===== config.mk =====
export PLATFORM = sky130hd
export DESIGN_NAME = rgb_hsv_color_classifier
export DESIGN_NICKNAME = d
export VERILOG_FILES = /design/src/rtl/rhc_pkg.sv /design/src/rtl/rhc_div_pipe.sv /design/src/rtl/rgb_hsv_color_classifier.sv
export SDC_FILE = /design/constraint.sdc
export NUM_CORES = 2
export LEC_CHECK = 0
export ABC_AREA = 1
export BUFFER_PORTS_ARGS = -buffer_cell sky130_fd_sc_hd__buf_2
export CORE_MARGIN = 2
export CORE_UTILIZATION = 45
export DETAILED_ROUTE_END_ITERATION = 8
export PLACE_DENSITY = 0.61
export SLEW_MARGIN = 15
export SYNTH_ARGS = -nofsm -noshare
export SYNTH_HDL_FRONTEND = slang
export SYNTH_HIERARCHICAL = 1
export SYNTH_SLANG_ARGS = --single-unit

===== constraint.sdc =====
create_clock -name clk_i -period 21.7 [get_ports clk_i]
set_input_delay 3.255 -clock clk_i [delete_from_list [all_inputs] [get_ports clk_i]]
set_output_delay 3.255 -clock clk_i [all_outputs]
set_load 0.02 [all_outputs]

===== src/rtl/rhc_pkg.sv =====
`timescale 1ns / 1ps
`default_nettype none

package rhc_pkg;

  // Width of one raw sensor channel.
  localparam int CHANNEL_BITS = 10;

  // Fixed field widths.
  localparam int CFG_W  = 9;
  localparam int HUE_W  = 15;
  localparam int SAT_W  = 9;
  localparam int VAL_W  = 11;

  // One quotient bit is resolved per divider stage.
  localparam int QUO_W      = HUE_W;
  localparam int DIV_STAGES = QUO_W;
  localparam int NUM_W      = CHANNEL_BITS + QUO_W;

  // Hue numerator width: up to 360 times delta.
  localparam int HN_W = CHANNEL_BITS + 9;
  // Product width for the saturation and value cross-multiplications.
  localparam int PW   = CHANNEL_BITS + 9;

  typedef enum logic [2:0] {
    CFG_WHITE_SAT_MAX  = 3'd0,
    CFG_WHITE_VAL_MIN  = 3'd1,
    CFG_CHROMA_SAT_MIN = 3'd2,
    CFG_DARK_VAL_LIMIT = 3'd3,
    CFG_RED_SAT_MIN    = 3'd4,
    CFG_YELLOW_SAT_MIN = 3'd5
  } cfg_idx_e;

  localparam logic [CFG_W-1:0] RST_WHITE_SAT_MAX  = 9'd102;
  localparam logic [CFG_W-1:0] RST_WHITE_VAL_MIN  = 9'd179;
  localparam logic [CFG_W-1:0] RST_CHROMA_SAT_MIN = 9'd102;
  localparam logic [CFG_W-1:0] RST_DARK_VAL_LIMIT = 9'd51;
  localparam logic [CFG_W-1:0] RST_RED_SAT_MIN    = 9'd128;
  localparam logic [CFG_W-1:0] RST_YELLOW_SAT_MIN = 9'd51;

  typedef enum logic [2:0] {
    CLS_OTHER  = 3'd0,
    CLS_WHITE  = 3'd1,
    CLS_BLUE   = 3'd2,
    CLS_GREEN  = 3'd3,
    CLS_BLACK  = 3'd4,
    CLS_RED    = 3'd5,
    CLS_YELLOW = 3'd6
  } cls_e;

  // Operands of both divisions plus the fields that ride alongside them.
  typedef struct packed {
    logic [NUM_W-1:0]        hue_num;
    logic [CHANNEL_BITS-1:0] hue_den;
    logic [NUM_W-1:0]        sat_num;
    logic [CHANNEL_BITS-1:0] sat_den;
    cls_e                    cls;
    logic [VAL_W-1:0]        val;
  } div_in_t;

  // One finished result.
  typedef struct packed {
    cls_e             cls;
    logic [HUE_W-1:0] hue_q6;
    logic [SAT_W-1:0] sat_q8;
    logic [VAL_W-1:0] val_q8;
  } res_t;

endpackage

`default_nettype wire


===== src/rtl/rhc_div_pipe.sv =====
`timescale 1ns / 1ps
`default_nettype none

module rhc_div_pipe
  import rhc_pkg::*;
(
  input  wire logic    clk_i,
  input  wire logic    rst_ni,
  input  wire logic    in_valid_i,
  output logic         in_ready_o,
  input  wire div_in_t in_data_i,
  output logic         out_valid_o,
  input  wire logic    out_ready_i,
  output res_t         out_data_o
);

  typedef struct packed {
    logic [CHANNEL_BITS-1:0] hrem;
    logic [QUO_W-1:0]        hlow;
    logic [QUO_W-1:0]        hquo;
    logic [CHANNEL_BITS-1:0] hden;
    logic [CHANNEL_BITS-1:0] srem;
    logic [QUO_W-1:0]        slow;
    logic [QUO_W-1:0]        squo;
    logic [CHANNEL_BITS-1:0] sden;
    cls_e                    cls;
    logic [VAL_W-1:0]        val;
  } stage_t;

  // One restoring step on both lanes. The remainder always stays below the divisor.
  function automatic stage_t div_step(stage_t s);
    logic [CHANNEL_BITS:0] ht;
    logic [CHANNEL_BITS:0] st;
    logic                  hge;
    logic                  sge;
    stage_t                n;
    n   = s;
    ht  = {s.hrem, s.hlow[QUO_W-1]};
    st  = {s.srem, s.slow[QUO_W-1]};
    hge = (ht >= {1'b0, s.hden});
    sge = (st >= {1'b0, s.sden});
    n.hrem = hge ? CHANNEL_BITS'(ht - {1'b0, s.hden}) : CHANNEL_BITS'(ht);
    n.srem = sge ? CHANNEL_BITS'(st - {1'b0, s.sden}) : CHANNEL_BITS'(st);
    n.hlow = {s.hlow[QUO_W-2:0], 1'b0};
    n.slow = {s.slow[QUO_W-2:0], 1'b0};
    n.hquo = {s.hquo[QUO_W-2:0], hge};
    n.squo = {s.squo[QUO_W-2:0], sge};
    return n;
  endfunction

  stage_t                  init;
  stage_t                  stg_q [DIV_STAGES];
  logic [DIV_STAGES-1:0]   v_q;
  logic [DIV_STAGES-1:0]   en;

  always_comb begin
    init.hrem = in_data_i.hue_num[NUM_W-1:QUO_W];
    init.hlow = in_data_i.hue_num[QUO_W-1:0];
    init.hquo = '0;
    init.hden = in_data_i.hue_den;
    init.srem = in_data_i.sat_num[NUM_W-1:QUO_W];
    init.slow = in_data_i.sat_num[QUO_W-1:0];
    init.squo = '0;
    init.sden = in_data_i.sat_den;
    init.cls  = in_data_i.cls;
    init.val  = in_data_i.val;
  end

  // A stage may load when it is empty or when the stage after it moves on.
  always_comb begin
    en[DIV_STAGES-1] = !v_q[DIV_STAGES-1] || out_ready_i;
    for (int k = DIV_STAGES - 2; k >= 0; k--) begin
      en[k] = !v_q[k] || en[k+1];
    end
  end

  assign in_ready_o = en[0];

  always_ff @(posedge clk_i or negedge rst_ni) begin
    if (!rst_ni) begin
      v_q <= '0;
    end else begin
      if (en[0]) begin
        v_q[0] <= in_valid_i;
      end
      for (int k = 1; k < DIV_STAGES; k++) begin
        if (en[k]) begin
          v_q[k] <= v_q[k-1];
        end
      end
    end
  end

  always_ff @(posedge clk_i) begin
    if (en[0] && in_valid_i) begin
      stg_q[0] <= div_step(init);
    end
    for (int k = 1; k < DIV_STAGES; k++) begin
      if (en[k] && v_q[k-1]) begin
        stg_q[k] <= div_step(stg_q[k-1]);
      end
    end
  end

  assign out_valid_o       = v_q[DIV_STAGES-1];
  assign out_data_o.cls    = stg_q[DIV_STAGES-1].cls;
  assign out_data_o.hue_q6 = stg_q[DIV_STAGES-1].hquo[HUE_W-1:0];
  assign out_data_o.sat_q8 = stg_q[DIV_STAGES-1].squo[SAT_W-1:0];
  assign out_data_o.val_q8 = stg_q[DIV_STAGES-1].val;

endmodule

`default_nettype wire


===== src/rtl/rgb_hsv_color_classifier.sv =====
// Throughput: one transaction per cycle while out_ready_i does not stall the output,
// set by three front stages and a 15-stage divider that resolves one quotient bit
// of hue and saturation per stage.
// Reset (rst_ni low, asynchronous) empties every stage and loads the threshold
// registers with their default values.
`timescale 1ns / 1ps
`default_nettype none

module rgb_hsv_color_classifier
  import rhc_pkg::*;
(
  input  wire logic                    clk_i,
  input  wire logic                    rst_ni,
  // Threshold register write port.
  input  wire logic                    cfg_we_i,
  input  wire logic [2:0]              cfg_idx_i,
  input  wire logic [CFG_W-1:0]        cfg_wdata_i,
  // Sample input channel.
  input  wire logic                    in_valid_i,
  output logic                         in_ready_o,
  input  wire logic [CHANNEL_BITS-1:0] red_raw_i,
  input  wire logic [CHANNEL_BITS-1:0] green_raw_i,
  input  wire logic [CHANNEL_BITS-1:0] blue_raw_i,
  // Result output channel.
  output logic                         out_valid_o,
  input  wire logic                    out_ready_i,
  output logic [2:0]                   color_class_o,
  output logic [HUE_W-1:0]             hue_q6_o,
  output logic [SAT_W-1:0]             sat_q8_o,
  output logic [VAL_W-1:0]             val_q8_o
);

  // Hue band limits in degrees and the value scale.
  localparam logic [8:0] HueBlueLo   = 9'd180;
  localparam logic [8:0] HueBlueHi   = 9'd250;
  localparam logic [8:0] HueGreenLo  = 9'd90;
  localparam logic [8:0] HueGreenHi  = 9'd155;
  localparam logic [8:0] HueRedLoLo  = 9'd0;
  localparam logic [8:0] HueRedLoHi  = 9'd30;
  localparam logic [8:0] HueRedHiLo  = 9'd330;
  localparam logic [8:0] HueRedHiHi  = 9'd360;
  localparam logic [8:0] HueYellowLo = 9'd30;
  localparam logic [8:0] HueYellowHi = 9'd80;
  localparam int         HueSector   = 60;
  localparam int         ValScale    = 255;
  // The sum for val_q8 must hold the maximum plus its 255th part.
  localparam int         VSUM_W      = (CHANNEL_BITS + 1 > VAL_W) ? CHANNEL_BITS + 1 : VAL_W;
  localparam int         RECIP_W     = CHANNEL_BITS + 10;

  typedef struct packed {
    logic sat_lo_white;
    logic sat_ok_chroma;
    logic sat_ok_red;
    logic sat_ok_yellow;
    logic val_hi_white;
    logic val_dark;
    logic hue_blue;
    logic hue_green;
    logic hue_red_lo;
    logic hue_red_hi;
    logic hue_yellow;
  } flags_t;

  // True when the hue hn/hd degrees lies within [lo, hi].
  function automatic logic hue_in(logic [HN_W-1:0] hn, logic [CHANNEL_BITS-1:0] hd,
                                  logic [8:0] lo, logic [8:0] hi);
    logic [HN_W-1:0] lo_p;
    logic [HN_W-1:0] hi_p;
    lo_p = HN_W'(hd) * HN_W'(lo);
    hi_p = HN_W'(hd) * HN_W'(hi);
    return (hn >= lo_p) && (hn <= hi_p);
  endfunction

  // True when the fraction sn/sd is below the Q8 threshold t.
  function automatic logic frac_lt(logic [CHANNEL_BITS-1:0] sn, logic [CHANNEL_BITS-1:0] sd,
                                   logic [CFG_W-1:0] t);
    logic [PW-1:0] lhs;
    logic [PW-1:0] rhs;
    lhs = PW'({sn, 8'd0});
    rhs = PW'(t) * PW'(sd);
    return lhs < rhs;
  endfunction

  // ------------------------------------------------------------------
  // Threshold registers. Writes to an index past the list are dropped.
  // ------------------------------------------------------------------
  logic [CFG_W-1:0] white_sat_max_q;
  logic [CFG_W-1:0] white_val_min_q;
  logic [CFG_W-1:0] chroma_sat_min_q;
  logic [CFG_W-1:0] dark_val_limit_q;
  logic [CFG_W-1:0] red_sat_min_q;
  logic [CFG_W-1:0] yellow_sat_min_q;

  always_ff @(posedge clk_i or negedge rst_ni) begin
    if (!rst_ni) begin
      white_sat_max_q  <= RST_WHITE_SAT_MAX;
      white_val_min_q  <= RST_WHITE_VAL_MIN;
      chroma_sat_min_q <= RST_CHROMA_SAT_MIN;
      dark_val_limit_q <= RST_DARK_VAL_LIMIT;
      red_sat_min_q    <= RST_RED_SAT_MIN;
      yellow_sat_min_q <= RST_YELLOW_SAT_MIN;
    end else if (cfg_we_i) begin
      case (cfg_idx_e'(cfg_idx_i))
        CFG_WHITE_SAT_MAX:  white_sat_max_q  <= cfg_wdata_i;
        CFG_WHITE_VAL_MIN:  white_val_min_q  <= cfg_wdata_i;
        CFG_CHROMA_SAT_MIN: chroma_sat_min_q <= cfg_wdata_i;
        CFG_DARK_VAL_LIMIT: dark_val_limit_q <= cfg_wdata_i;
        CFG_RED_SAT_MIN:    red_sat_min_q    <= cfg_wdata_i;
        CFG_YELLOW_SAT_MIN: yellow_sat_min_q <= cfg_wdata_i;
        default: begin
        end
      endcase
    end
  end

  // ------------------------------------------------------------------
  // Stage handshake. Each stage loads when it is empty or when the stage
  // after it moves on, so bubbles are squeezed out and a waiting result
  // does not keep new samples from entering.
  // ------------------------------------------------------------------
  logic v1_q, v2_q, v3_q;
  logic en1, en2, en3;
  logic div_ready;

  assign en3        = !v3_q || div_ready;
  assign en2        = !v2_q || en3;
  assign en1        = !v1_q || en2;
  assign in_ready_o = en1;

  always_ff @(posedge clk_i or negedge rst_ni) begin
    if (!rst_ni) begin
      v1_q <= 1'b0;
      v2_q <= 1'b0;
      v3_q <= 1'b0;
    end else begin
      if (en1) begin
        v1_q <= in_valid_i;
      end
      if (en2) begin
        v2_q <= v1_q;
      end
      if (en3) begin
        v3_q <= v2_q;
      end
    end
  end

  // ------------------------------------------------------------------
  // Stage 1: the raw sample.
  // ------------------------------------------------------------------
  logic [CHANNEL_BITS-1:0] r1_q, g1_q, b1_q;

  always_ff @(posedge clk_i) begin
    if (en1 && in_valid_i) begin
      r1_q <= red_raw_i;
      g1_q <= green_raw_i;
      b1_q <= blue_raw_i;
    end
  end

  // ------------------------------------------------------------------
  // Stage 2: maximum, minimum, delta and the hue as a rational hn/hd.
  // Red wins a tie for the maximum, then green.
  // ------------------------------------------------------------------
  logic [CHANNEL_BITS-1:0] mx_d, mn_d, delta_d, hd_d;
  logic [HN_W-1:0]         hn_d, hsum;
  logic [CHANNEL_BITS-1:0] mx2_q, delta2_q, hd2_q;
  logic [HN_W-1:0]         hn2_q;

  always_comb begin
    mx_d = r1_q;
    mn_d = r1_q;
    if (g1_q > mx_d) mx_d = g1_q;
    if (b1_q > mx_d) mx_d = b1_q;
    if (g1_q < mn_d) mn_d = g1_q;
    if (b1_q < mn_d) mn_d = b1_q;
    delta_d = mx_d - mn_d;

    if (mx_d == r1_q) begin
      if (g1_q >= b1_q) begin
        hsum = HN_W'(g1_q) - HN_W'(b1_q);
      end else begin
        // Wrap a negative red-sector hue up by a full turn.
        hsum = HN_W'(6) * HN_W'(delta_d) - (HN_W'(b1_q) - HN_W'(g1_q));
      end
    end else if (mx_d == g1_q) begin
      hsum = HN_W'(2) * HN_W'(delta_d) + HN_W'(b1_q) - HN_W'(r1_q);
    end else begin
      hsum = HN_W'(4) * HN_W'(delta_d) + HN_W'(r1_q) - HN_W'(g1_q);
    end

    // A gray sample has hue zero over a unit denominator.
    if (delta_d == '0) begin
      hn_d = '0;
      hd_d = CHANNEL_BITS'(1);
    end else begin
      hn_d = HN_W'(HueSector) * hsum;
      hd_d = delta_d;
    end
  end

  always_ff @(posedge clk_i) begin
    if (en2 && v1_q) begin
      mx2_q    <= mx_d;
      delta2_q <= delta_d;
      hn2_q    <= hn_d;
      hd2_q    <= hd_d;
    end
  end

  // ------------------------------------------------------------------
  // Stage 3: threshold tests by exact cross-multiplication, and val_q8.
  // max/255 is formed as ((max + 1) * 257) >> 16, exact for these 10-bit inputs.
  // ------------------------------------------------------------------
  logic [CHANNEL_BITS-1:0] sd_d;
  flags_t                  flags_d;
  logic [PW-1:0]           mx_scaled;
  logic [RECIP_W-1:0]      recip;
  logic [VSUM_W-1:0]       vsum;
  logic [VAL_W-1:0]        val_d;

  flags_t                  flags3_q;
  logic [HN_W-1:0]         hn3_q;
  logic [CHANNEL_BITS-1:0] hd3_q, delta3_q, sd3_q;
  logic [VAL_W-1:0]        val3_q;

  always_comb begin
    sd_d      = (mx2_q == '0) ? CHANNEL_BITS'(1) : mx2_q;
    mx_scaled = PW'({mx2_q, 8'd0});

    flags_d.sat_lo_white  = frac_lt(delta2_q, sd_d, white_sat_max_q);
    flags_d.sat_ok_chroma = !frac_lt(delta2_q, sd_d, chroma_sat_min_q);
    flags_d.sat_ok_red    = !frac_lt(delta2_q, sd_d, red_sat_min_q);
    flags_d.sat_ok_yellow = !frac_lt(delta2_q, sd_d, yellow_sat_min_q);
    flags_d.val_hi_white  = mx_scaled > PW'(white_val_min_q) * PW'(ValScale);
    flags_d.val_dark      = mx_scaled < PW'(dark_val_limit_q) * PW'(ValScale);
    flags_d.hue_blue      = hue_in(hn2_q, hd2_q, HueBlueLo, HueBlueHi);
    flags_d.hue_green     = hue_in(hn2_q, hd2_q, HueGreenLo, HueGreenHi);
    flags_d.hue_red_lo    = hue_in(hn2_q, hd2_q, HueRedLoLo, HueRedLoHi);
    flags_d.hue_red_hi    = hue_in(hn2_q, hd2_q, HueRedHiLo, HueRedHiHi);
    flags_d.hue_yellow    = hue_in(hn2_q, hd2_q, HueYellowLo, HueYellowHi);

    recip = (RECIP_W'(mx2_q) + RECIP_W'(1)) * RECIP_W'(257);
    vsum  = VSUM_W'(mx2_q) + VSUM_W'(recip >> 16);
    val_d = vsum[VAL_W-1:0];
  end

  always_ff @(posedge clk_i) begin
    if (en3 && v2_q) begin
      flags3_q <= flags_d;
      hn3_q    <= hn2_q;
      hd3_q    <= hd2_q;
      delta3_q <= delta2_q;
      sd3_q    <= sd_d;
      val3_q   <= val_d;
    end
  end

  // ------------------------------------------------------------------
  // Classification in priority order. Note the red test: the low band is
  // red at any saturation, the band below a full turn needs saturation.
  // ------------------------------------------------------------------
  cls_e    cls_d;
  div_in_t div_in;
  res_t    res;

  always_comb begin
    if (flags3_q.sat_lo_white && flags3_q.val_hi_white) begin
      cls_d = CLS_WHITE;
    end else if (flags3_q.hue_blue && flags3_q.sat_ok_chroma && !flags3_q.val_dark) begin
      cls_d = CLS_BLUE;
    end else if (flags3_q.hue_green && flags3_q.sat_ok_chroma && !flags3_q.val_dark) begin
      cls_d = CLS_GREEN;
    end else if (flags3_q.val_dark) begin
      cls_d = CLS_BLACK;
    end else if (flags3_q.hue_red_lo || (flags3_q.hue_red_hi && flags3_q.sat_ok_red)) begin
      cls_d = CLS_RED;
    end else if (flags3_q.hue_yellow && flags3_q.sat_ok_yellow) begin
      cls_d = CLS_YELLOW;
    end else begin
      cls_d = CLS_OTHER;
    end

    div_in.hue_num = {hn3_q, 6'd0};
    div_in.hue_den = hd3_q;
    div_in.sat_num = NUM_W'({delta3_q, 8'd0});
    div_in.sat_den = sd3_q;
    div_in.cls     = cls_d;
    div_in.val     = val3_q;
  end

  // ------------------------------------------------------------------
  // Divider stages: hue_q6 = hn*64/hd and sat_q8 = delta*256/max. Its
  // last stage is the output register.
  // ------------------------------------------------------------------
  rhc_div_pipe u_div (
    .clk_i       (clk_i),
    .rst_ni      (rst_ni),
    .in_valid_i  (v3_q),
    .in_ready_o  (div_ready),
    .in_data_i   (div_in),
    .out_valid_o (out_valid_o),
    .out_ready_i (out_ready_i),
    .out_data_o  (res)
  );

  assign color_class_o = res.cls;
  assign hue_q6_o      = res.hue_q6;
  assign sat_q8_o      = res.sat_q8;
  assign val_q8_o      = res.val_q8;

`ifndef SYNTHESIS
  // The input side only backs up when every stage holds a transaction.
  a_ready_full : assert property (@(posedge clk_i) disable iff (!rst_ni)
    !in_ready_o |-> (out_valid_o && !out_ready_i))
    else $error("input stalled while the pipeline has room");

  // A blue result carries a hue inside the blue band.
  a_blue_hue : assert property (@(posedge clk_i) disable iff (!rst_ni)
    (out_valid_o && (color_class_o == CLS_BLUE)) |->
      ((hue_q6_o >= HUE_W'(11520)) && (hue_q6_o <= HUE_W'(16000))))
    else $error("blue result with hue outside its band");

  // A red result carries a hue in one of the two red bands.
  a_red_hue : assert property (@(posedge clk_i) disable iff (!rst_ni)
    (out_valid_o && (color_class_o == CLS_RED)) |->
      ((hue_q6_o <= HUE_W'(1920)) || (hue_q6_o >= HUE_W'(21120))))
    else $error("red result with hue outside the red bands");

  // Saturation never exceeds one.
  a_sat_range : assert property (@(posedge clk_i) disable iff (!rst_ni)
    out_valid_o |-> (sat_q8_o <= SAT_W'(256)))
    else $error("saturation above one");
`endif

endmodule

`default_nettype wire

## Word level (Yosys, flattened, before mapping)

Memories as Yosys holds them, arrays and structs flattened.
Cells that the tools add are included.

| storage, ports and cells | value |
|---|---|
| memory bits (writable) | 1680 |
| logic and storage cells | 318 |
| memories | 1 |
| register bits after elaboration | 222 |
| memory bits (read-only) | 0 |
| input port bits | 47 |
| latch bits | 0 |
| output and inout bits | 40 |

| cells by class | value |
|---|---|
| magnitude comparators | 51 |
| add/sub/neg operators | 40 |
| $mul | 17 |
| shift-type cells | 0 |
| mux-type cells | 74 |
| bitwise gates (word level) | 0 |
| eq/ne operators | 7 |
| divide/modulo/power cells | 0 |
| reductions and logical operators | 80 |

Memory list:

| name | depth | width | rd ports | clocked after memory_dff | write ports | line | RTL |
|---|---|---|---|---|---|---|---|
| u_div.stg_q | 15 | 112 | 15 | 0 | 15 | rhc_div_pipe.sv:52 | `stage_t stg_q [DIV_STAGES];` |

Operator list:

| operator | count |
|---|---|
| 10-bit 2-to-1 mux | 35 |
| 11-bit by 10-bit greater-or-equal comparator with 1-bit output | 29 |
| 10-bit subtractor | 30 |
| 18-bit by 19-bit less-than comparator with 1-bit output | 4 |
| 9-bit by 10-bit multiplier with 19-bit output | 4 |
| 19-bit 2-to-1 mux | 3 |
| 10-bit by 6-bit multiplier with 16-bit output, second input constant | 3 |
| 19-bit by 18-bit <= comparator with 1-bit output | 2 |
| 10-bit by 8-bit multiplier with 18-bit output, second input constant | 2 |
| 9-bit by 8-bit multiplier with 17-bit output, second input constant | 2 |
| 1-bit logical AND | 30 |
| 1-bit 2-to-1 mux | 30 |
| 1-bit zero test | 22 |
| 10-bit by 10-bit subtractor with 11-bit output | 2 |
| 10-bit equality test | 2 |
| 10-bit > comparator | 2 |
| 10-bit zero test | 2 |
| 10-bit less-than comparator | 2 |
| 11-bit by 9-bit multiplier with 20-bit output, second input constant | 1 |
| 19-bit by 1-bit greater-or-equal comparator with 1-bit output, second input constant | 1 |
| 19-bit by 15-bit greater-or-equal comparator with 1-bit output | 1 |
| 19-bit by 17-bit greater-or-equal comparator with 1-bit output | 1 |
| 19-bit by 18-bit greater-or-equal comparator with 1-bit output | 1 |
| 19-bit greater-or-equal comparator | 1 |
| other kinds (27) | 57 |

## Longest topological paths before layout

| logic depth | value |
|---|---|
| depth in word-level cells | 20 |
| gate-level depth with buffers | 71 |
| gate-level depth less buffers | 68 |

## Cells and area by module

Netlist, hierarchy kept.

By module, submodules not included:

| module | sequential area each (um^2) | cells an instance | times used | area an instance (um^2) |
|---|---|---|---|---|
| rhc_div_pipe | 34758.3 | 4192 | 1 | 52349.0 |
| rgb_hsv_color_classifier | 5838.1 | 4516 | 1 | 38177.9 |

## Worst setup path before layout

OpenSTA, ideal clock, no wires.

| timing path | value |
|---|---|
| path kind | register to register |
| start | reg r1_q[4] |
| end | reg hn2_q[18], data pin |
| setup time | 255 ps |
| clock period less this slack | 9506 ps |
| path buffers | 4 |
| cell stages (with the launch flop) | 68 |
| data arrival time | 9252 ps |
| path slack | 12194 ps |
| data required time | 21445 ps |
| path through | edfxtp_1 -> inv_1 -> ha_1 -> nand2_2 -> inv_1 -> nand2_1 -> nand2_1 -> nand2_1 -> nand3_4 -> nand2_2 -> buf_6 -> clkbuf_1 -> nand2_1 -> o21ai_0 -> inv_1 -> ha_1 -> nand4_1 -> nor2_1 -> (+32 left out) -> inv_1 -> ha_1 -> a21oi_1 -> inv_1 -> nor2_1 -> nor2_1 -> o21ai_0 -> nand2_1 -> nand3_1 -> nand2_1 -> nand2_1 -> inv_1 -> o21ai_0 -> nand2_1 -> xnor2_1 -> nand3_1 -> nand2_1 -> nor2_1 |

| between the ends | value |
|---|---|
| word-level cells in the longest chain between the ends | 10 |
| elaborated cells on any way between the ends | 22 |
| those cells by class | add/sub (6); mul (2); order compare (4); eq/ne (2); mux (7); reduce/logical (1) |

Ends and longest elaborated chain:

| element | line | RTL |
|---|---|---|
| start: declaration | rgb_hsv_color_classifier.sv:151 | `logic [CHANNEL_BITS-1:0] r1_q, g1_q, b1_q;` |
| start signal: assignment | rgb_hsv_color_classifier.sv:155 | `r1_q <= red_raw_i;` |
| 10-bit > comparator | rgb_hsv_color_classifier.sv:173 | `if (g1_q > mx_d) mx_d = g1_q;` |
| 10-bit 2-to-1 mux * | rgb_hsv_color_classifier.sv:173 |  |
| 10-bit > comparator | rgb_hsv_color_classifier.sv:174 | `if (b1_q > mx_d) mx_d = b1_q;` |
| 10-bit 2-to-1 mux * | rgb_hsv_color_classifier.sv:174 |  |
| net mx_d[1] | rgb_hsv_color_classifier.sv:165 | `logic [CHANNEL_BITS-1:0] mx_d, mn_d, delta_d, hd_d;` |
| 10-bit subtractor * | rgb_hsv_color_classifier.sv:177 | `delta_d = mx_d - mn_d;` |
| net delta_d[3] | rgb_hsv_color_classifier.sv:165 |  |
| 2-bit by 10-bit multiplier with 12-bit output (tied with other cells) | rgb_hsv_color_classifier.sv:184 | `hsum = HN_W'(6) * HN_W'(delta_d) - (HN_W'(b1_q) - HN_W'(g1_q));` |
| 14-bit by 11-bit subtractor with 15-bit output (tied with other cells) | rgb_hsv_color_classifier.sv:184 |  |
| 19-bit 2-to-1 mux, on equally long branches | rgb_hsv_color_classifier.sv:180, rgb_hsv_color_classifier.sv:186 |  |
| 19-bit 2-to-1 mux | rgb_hsv_color_classifier.sv:179 | `if (mx_d == r1_q) begin` |
| 4-bit by 19-bit multiplier with 17-bit output | rgb_hsv_color_classifier.sv:197 | `hn_d = HN_W'(HueSector) * hsum;` |
| end signal: assignment | rgb_hsv_color_classifier.sv:206 | `hn2_q <= hn_d;` |
| end: declaration | rgb_hsv_color_classifier.sv:168 | `logic [HN_W-1:0] hn2_q;` |

Mark *: on every way through the listed nets, which the timed path passes. The rest lies on a longest branch.
A chain may end at the register's enable or synchronous reset.

## Worst setup path in the final report

| timing path | value |
|---|---|
| start | reg r1_q[3] |
| end | reg hn2_q[18], data pin |

Same word-level chain as after synthesis.

==> run_results.csv <==
group,metric,value,unit
clocking,clkSinkCount,1363,
floorplanning,core,200000,µm²
floorplanning,io_pins,87,
cells_and_area,fillers,17900,
critical_path,r2r-start,"r1_q[3]",
critical_path,reg2reg_slack,9.89,ns
cells_and_area,nets,10300,
cells_and_area,multi_input_area,42400,µm²
critical_path,critical_path.top_delay_family,"simple AND/OR/NAND/NOR gates",
clocking,clock_latency,0.81,ns
global_routing,grt_overflow,0,
sta,fmax,0.0847,GHz
sta,rsz0062_at_grt,"no",
sta,slew_headroom,0.271,
synth,async_reset_ff_frac,0.0528,
synth,synth_warnings,6,
min_path,min_path_type,"flop to flop",
synth,seq_area_frac_synth,0.448,
sta,layout_worst_path_cycle_share,0.544,
floorplanning,initial_core_util,0.453,
critical_path,max_stage_delay,0.55,ns
detailed_routing,wl_per_cell,16.7,µm
clocking,postCtsSetupRepairBufs,0,
critical_path,path_buf_inv,7,
critical_path,crit_slowest_cell,"xor2_1",
min_path,hold_depth,0,
clocking,cts.htree.levels,4,
detailed_routing,drcViolationCount,0,
cells_and_area,seqCellArea,40600,µm²
detailed_routing,drt-total-wl,194,mm
critical_path,reg2reg_to,"hn2_q[18]",
floorplanning,die_w,453,µm
floorplanning,dieArea,205000,µm²
clocking,cts_hold_buf,0,
critical_path,ff2ff_path_depth,63,
sta,hold_viol_final,0,
placement,hpwl,148,mm
detailed_routing,antenna_left,0,
floorplanning,rows,164,
critical_path,critPathKind,"flop to flop",
sta,setup_viol,0,
synth,synthCells,8708,
detailed_routing,num_vias,58400,
global_routing,first_global_vias,60600,
placement,placedCellCount,11300,
clocking,cts_tree,"yes",
cells_and_area,final_util,0.495,
synth,syn_avg_cell_area,10.4,µm²
critical_path,cp-start-kind,"flop",
global_routing,grt_pass1_wl,317,mm
clocking,cts_buffers,149,
clocking,clk_pin_slew_worst_paths,0.06,ns
critical_path,worstPathArrival,12.34,ns
synth,synth-edff-count,1291,
flow_run,maxCapViolCount,0,
global_routing,track_usage,0.194,
global_routing,grt_max_degree,80,
critical_path,cp-end-kind,"flop",
critical_path,cpMostUsedCell,"nand2_1",
cells_and_area,syn_to_final_growth,9.28,%
cells_and_area,drive_above_1_share,0.0597,
sta,tightest_slew,1.09,ns
placement,numPortBuffers,86,
outcome,status,"finished, final reports clean",
clocking,cts_buffer_depth,3,
detailed_routing,dr.first_iter.drc_count,3321,
synth,syn-cell-area,90500,µm²
floorplanning,die_h,453,µm
detailed_routing,drtPass1Iterations,8,
min_path,holdPathEnd,"u_div/stg_q[0][200]",
clocking,cts_resized,0,
sta,finalSetupTns,0,ns
clocking,cts_root_buf,"clkbuf_16",
cells_and_area,final_cells,11600,
detailed_routing,via_per_inst,5.03,
sta,fin_hold_ws,0.362,ns
sta,finalMaxSlewViolations,0,
synth,synth_seq_cells,1363,
critical_path,crit_path_max_fanout,25,
placement,finalWeightedCongestion,0.893,
synth,ys.flop_type,"edfxtp_1",
sta,period_minus_slack,11.81,ns
synth,yosysUniqueCellTypes,78,
global_routing,antenna_found_initial,3,
critical_path,required,22.22,ns
sta,skew,0.0686,ns
min_path,worstHoldStart,"u_div/stg_q[0][89]",
-- state kept, by name, indices dropped and copies added (netlist names), 11 cells and up --
name and count:
val3_q 11, flags3_q 11, hn3_q 17, u_div/v_q 15
u_div/stg_q 1145, hn2_q 17
-- worst max path at each step --
stage | start | end | slack (ns) | depth (start not counted)
finish | r1_q[3] | hn2_q[18] | 9.89 | 63
global route | r1_q[3] | hn2_q[18] | 8.72 | 64
CTS | r1_q[3] | hn2_q[18] | 9.90 | 64
detailed placement | r1_q[3] | hn2_q[18] | 10.00 | 64
global placement | r1_q[3] | hn2_q[18] | 9.86 | 62
floorplan | r1_q[4] | hn2_q[18] | 12.19 | 67
-- metrics by stage --
stage / instance area, µm² / worst slack (ns)
2_1_floorplan: 90600 / 12.19
3_3_place_gp: 93800 / 9.86
3_5_place_dp: 93800 / 10.00
4_1_cts: 98900 / 9.90
5_1_grt: 98900 / 8.72
6_report: 98900 / 9.89
-- final cells by class --
class | instances | area share
Antenna cell | 3 | 0.0000759
Clock buffer | 189 | 0.0396
Clock inverter | 87 | 0.0122
Inverter | 1772 | 0.0673
Multi-Input combinational cell | 5397 | 0.428
Sequential cell | 1363 | 0.410
Tap cell | 2656 | 0.0336
Timing Repair Buffer | 139 | 0.00840
-- cell usage after synthesis, drive strengths merged, types with 3 or more instances --
library cell	number	share of area
nor4	17	0.0012
or2	53	0.0037
a31o	3	0.00029
nor2	359	0.015
inv	1770	0.073
clkbuf	78	0.0032
a211o	4	0.00039
o221ai	10	0.0010
nand2	1394	0.058
a2111oi	4	0.00039
dfstp	22	0.0064
nand4	96	0.0072
o211ai	9	0.00075
o21ai	552	0.031
a31oi	23	0.0019
o221a	3	0.00037
and2	8	0.00055
a21oi	462	0.026
nor3	35	0.0019
edfxtp	1291	0.43
dfrtp	50	0.014
o2111ai	3	0.00029
xnor2	144	0.014
nor3b	4	0.00033
a211oi	41	0.0034
and3	3	0.00021
nand3	202	0.012
a21o	54	0.0045
a221oi	25	0.0039
fa	465	0.10
xor2	266	0.026
o21a	8	0.00066
a21boi	6	0.00050
buf	127	0.0087
nand3b	11	0.00091
o21bai	78	0.0065
ha	994	0.14
o31ai	15	0.0013
-- cells by family (layout without fill, tap and decap cells) --
group	after synthesis	count (layout)	share of synthesized area
AO/OA/AOI/OAI	1314	1314	0.0840
adder cells (fa/ha/maj)	1459	1459	0.240
AND/OR/NAND/NOR	2183	2183	0.102
XOR/XNOR	410	410	0.0398
multiplexers	1	1	0.000111
flip-flops	1363	1363	0.448
buffers and inverters	1977	2187	0.0854
other	1	33	0.0000414
-- worst reg2reg max path, delay by kind of cell (launching register included) --
kind	cells	cell delay (ns)
adders and majority gates	8	3.06
DFF	1	0.54
buffers and inverters	7	0.72
AOI/OAI and AO/OA	9	1.61
xor gates and xnor gates	4	1.03
and+or+nand+nor	35	4.58
-- layout by cell type (no fill, tap or decap), types with 30 or more instances in the layout --
cell type	count
dfrtp_1	50
inv_1	1755
nand4_1	90
o21bai_1	78
a21oi_1	455
o21ai_0	325
nor3_1	35
xnor2_1	144
xor2_1	265
nand3_1	189
conb_1	30
nor2_1	342
clkbuf_16	149
o21ai_1	225
edfxtp_1	1291
buf_2	85
clkbuf_1	36
ha_1	994
buf_4	54
fa_1	465
or2_2	36
a211oi_1	41
clkinv_2	32
a21o_1	54
nand2_1	1373
-- layer usage --
metal  vias to the layer above  GRT usage  share of wire
li1                      29000          -              -
met2                      1068      0.343           0.49
met1                     28000      0.243           0.44
met4                         0     0.0677          0.032
met5                         -          0              0
met3                       316     0.0250          0.037
Power is not shown: default switching activity piles up to over one toggle a cycle in this logic, so the estimate is an artifact.
